## config.mk

```make
export PLATFORM = sky130hd
export DESIGN_NAME = cps_queue
export DESIGN_NICKNAME = d
export VERILOG_FILES = /design/src/hdl/cps_pkg.sv /design/src/hdl/cps_queue.sv
export SDC_FILE = /design/constraint.sdc
export NUM_CORES = 1
export LEC_CHECK = 0
export CAP_MARGIN = 0
export CORE_ASPECT_RATIO = 0.6
export CORE_MARGIN = 3
export CORE_UTILIZATION = 53
export CTS_CLUSTER_SIZE = 40
export DETAILED_ROUTE_END_ITERATION = 10
export DONT_BUFFER_PORTS = 1
export GPL_TIMING_DRIVEN = 0
export MAX_ROUTING_LAYER = met4
export PLACE_DENSITY_LB_ADDON = 0.25
export SLEW_MARGIN = 0
export SYNTH_ARGS = -nofsm -noshare
export SYNTH_HDL_FRONTEND = slang
export SYNTH_SLANG_ARGS = --single-unit
```

## constraint.sdc

```tcl
create_clock -name clk -period 14.95 [get_ports clk]
set_clock_uncertainty 0.2 [all_clocks]
set_input_delay 2.99 -clock clk [delete_from_list [all_inputs] [get_ports clk]]
set_output_delay 2.99 -clock clk [all_outputs]
set_load 0.02 [all_outputs]
```

## src/hdl/cps_pkg.sv

```systemverilog
package cps_pkg;

    localparam int RADIUS_W = 31;
    localparam int MASS_W   = 31;
    localparam int RSUM_W   = RADIUS_W + 1;
    localparam int TOTAL_W  = MASS_W + 1;
    localparam int STATUS_W = 2;

    localparam int QUEUE_DEPTH = 4;
    localparam int QUEUE_PTR_W = $clog2(QUEUE_DEPTH);
    localparam int QUEUE_CNT_W = $clog2(QUEUE_DEPTH + 1);

    typedef enum logic [STATUS_W-1:0] {
        STATUS_MOVED      = 2'd0,
        STATUS_COINCIDENT = 2'd1,
        STATUS_NO_MASS    = 2'd2
    } status_t;

endpackage

```

## src/hdl/cps_queue.sv

```systemverilog
module cps_queue #(
    parameter int DATA_W = 325
) (
    input  logic              clk,
    input  logic              rst_n,
    input  logic              push,
    input  logic [DATA_W-1:0] push_data,
    output logic              full,
    input  logic              pop,
    output logic [DATA_W-1:0] pop_data,
    output logic              empty
);

    logic [DATA_W-1:0]               mem [cps_pkg::QUEUE_DEPTH];
    logic [cps_pkg::QUEUE_PTR_W-1:0] wr_ptr_reg;
    logic [cps_pkg::QUEUE_PTR_W-1:0] rd_ptr_reg;
    logic [cps_pkg::QUEUE_CNT_W-1:0] count_reg;

    assign full     = count_reg == cps_pkg::QUEUE_CNT_W'(cps_pkg::QUEUE_DEPTH);
    assign empty    = count_reg == '0;
    assign pop_data = mem[rd_ptr_reg];

    always_ff @(posedge clk or negedge rst_n)
    begin
        if (!rst_n)
        begin
            wr_ptr_reg <= '0;
            rd_ptr_reg <= '0;
            count_reg  <= '0;
        end
        else
        begin
            if (push)
            begin
                wr_ptr_reg <= wr_ptr_reg + 1'b1;
            end
            if (pop)
            begin
                rd_ptr_reg <= rd_ptr_reg + 1'b1;
            end
            if (push && !pop)
            begin
                count_reg <= count_reg + 1'b1;
            end
            else if (pop && !push)
            begin
                count_reg <= count_reg - 1'b1;
            end
        end
    end

    always_ff @(posedge clk)
    begin
        if (push)
        begin
            mem[wr_ptr_reg] <= push_data;
        end
    end

endmodule

```

==> metrics.txt <==
DRC=0; Power Dens Cells=208 mW/mm²; WL final=92.4 mm; Most Frequent Cell on Critical Path=buf_2; delay-heaviest family, CP=buffers and inverters; Final nets=2203; Post-CTS Repair Setup Buffers=0; Cell Count, Final, Fillers Out=3123; sequential share of the synthesized area=83.1%; max reg flops=1300; multi-input logic area=0.00753 mm²; # IOs=656; Psw=3.56 mW; Starting Density=53.7%; Clk pwr share=24.7%; worst-margin pin slew=1.00 ns; period utilization=41.6%; DP Cell Count=2916; core box area=0.0880 mm²; largest net degree at the start of global routing=62; layout cells sized above 1=29.0%; final hold slack=0.321 ns; Max-Cap Viols=0; clock sink total=1307; filler instances=5814; Post-synth EDFFs=1300; cts repair resizes=0; max incr delay on CP=0.67 ns; first-pass GRT wire length=135 mm; Peak VDD IR=0.000140 V; Post-synth top flop=edfxtp_1; minimum clock period after layout=6.21 ns; vias in the first global route=19500; final instance area=0.0527 mm²; WS Path Type=flip-flop to primary output; Cell Area, Synth=0.0472 mm²; LEAKAGE=16.4 nW; f_max=161 MHz; arrival time at the worst endpoint=3.02 ns; Syn Nets=2067; hold_buf cts=0; Seq. cell area=0.0392 mm²; Vias=18700; Slew Viols, Final=0; Hold WC Path Type=flip-flop to flip-flop; Die H=237 µm; Core Util, Final=59.9%; initial DRC count=1338; final hold viol count=0; die area=0.0928 mm²; synth unique cells=20; most frequent cells in the layout=edfxtp_1 (1300), mux4_2 (325), clkbuf_16 (114); CTS Buffer Depth=3; initial antenna violation count=1; CTS tree=done; Reg clk slew, reported paths=0.07 ns; Crit-path slowest cell=clkbuf_1; GRT overflow=0; worst-path cell chain=buf_2 > clkbuf_1 > buf_2 > mux4_2; htree depth=3; Synth top area share=82.7%; row count=84; Avg Synthesized Cell Area=27.3 µm²; Synth Register Bits=1307; DRT Pass-1 Iters=5; Critical Path Sink Type=primary output; WP data required=11.76 ns; Seq pwr share=44.9%; setup TNS=0 ns; asr flop ratio synth=0.536%; Worst-Skew Late Latency=0.68 ns; Comb power frac=30.4%; root buf cell=clkbuf_16; P&R area growth vs syn=11.6%; CP startpoint kind=flip-flop; Die Width=391 µm; Internal Power=7.38 mW; gpl congestion=0.772; Final HPWL DP=60.0 mm; Worst Path Buf+Inv=3; status=completed; DR WL/cell=29.6 µm; Synth Instances=1732; unrepaired setup endpoints after global routing=false; switch share=32.5%; Syn. warnings=0; most common cell after layout, fill and taps aside=edfxtp_1; top post-synthesis cells by area=edfxtp_1 (83%), mux4_2 (16%), buf_4 (0.46%); post-synth top area cell=edfxtp_1; I/O Buffers=0; count of final setup violators=0; worst-path fanout max=10; Rel. slew slack=33.3%; gr usage total=20.7%; DR vias/cell=5.98; CTS Buf Count=111; placed instance area=0.0493 mm²; post-route ant nets=0
==> power groups by stage <==
stage               sequential [mW]  clock, mW  combinational [mW]
detailed placement             4.99          0                3.41
global placement               5.43          0                3.30
CTS                            4.91       2.76                3.43
floorplan                      5.20          0                2.53
global route                   4.96       2.92                3.51
finish                         4.91       2.70                3.33
==> layout make-up <==
cell class / count / area share [%]
Sequential cell: 1307 / 74.4
Multi-Input combinational cell: 348 / 14.3
Buffer: 73 / 0.855
Inverter: 4 / 0.0285
Antenna cell: 4 / 0.0190
Clock inverter: 66 / 0.864
Tap cell: 1161 / 2.76
Clock buffer: 137 / 5.62
Timing Repair Buffer: 23 / 1.14
==> cells in the mapped netlist (2+ instances only) <==
library cell     n
edfxtp_1      1300
nand2_1          2
buf_1            3
buf_2           24
and2_1           4
xnor2_1          2
ha_1             5
buf_6            5
inv_1            4
mux4_2         325
buf_4           29
xor2_1           4
clkbuf_1        12
dfrtp_1          7
==> metal layers <==
metal | routed length [µm] | track usage [%] | part of all wire, % | up-vias
met1 | 33900 | 25.3 | 37 | 10100
met5 | 0 | - | 0 | -
met3 | 8440 | 7.40 | 9.1 | 149
li1 | - | - | - | 7840
met2 | 47400 | 32.9 | 51 | 614
met4 | 2610 | 6.00 | 2.8 | 0
==> worst reg2reg max path, stage by stage (launching register included) <==
cell and delay [ns]:
dfrtp_1 0.43, inv_1 0.11, ha_1 0.16, and2_4 0.68, buf_16 0.39, buf_16 0.38
==> per-stage QoR <==
stage | total power [mW] | setup slack, ns
after floorplan | 7.73 | 3.71
after detailed placement | 8.40 | 9.30
after CTS | 11.1 | 8.52
after global routing | 11.4 | 8.49
after global placement | 8.73 | -1.83
final | 10.9 | 8.74
==> cells by family after synthesis <==
logic type / Yosys count / synth area share (%)
flops: 1307 / 83.1
mux: 326 / 15.5
buf+inv: 77 / 0.986
simple gates: 9 / 0.103
xor+xnor: 6 / 0.111
fa+ha+maj: 6 / 0.175
compound gates: 1 / 0.0106
==> final timing paths <==
kind,from,to,slack [ns],cells after the start
setup / recovery,rd_ptr_reg[1],pop_data[178],8.74,4
hold / removal,count_reg[2],count_reg[2],0.32,1
setup reg to reg,wr_ptr_reg[0],mem[2][109],12.20,5
hold reg to reg,count_reg[2],count_reg[2],0.32,1
max in group asynchronous,rst_n,count_reg[0],12.68,0
min in group asynchronous,rst_n,rd_ptr_reg[1],1.80,0
No activity file was read; power rests on OpenSTA's default activity.
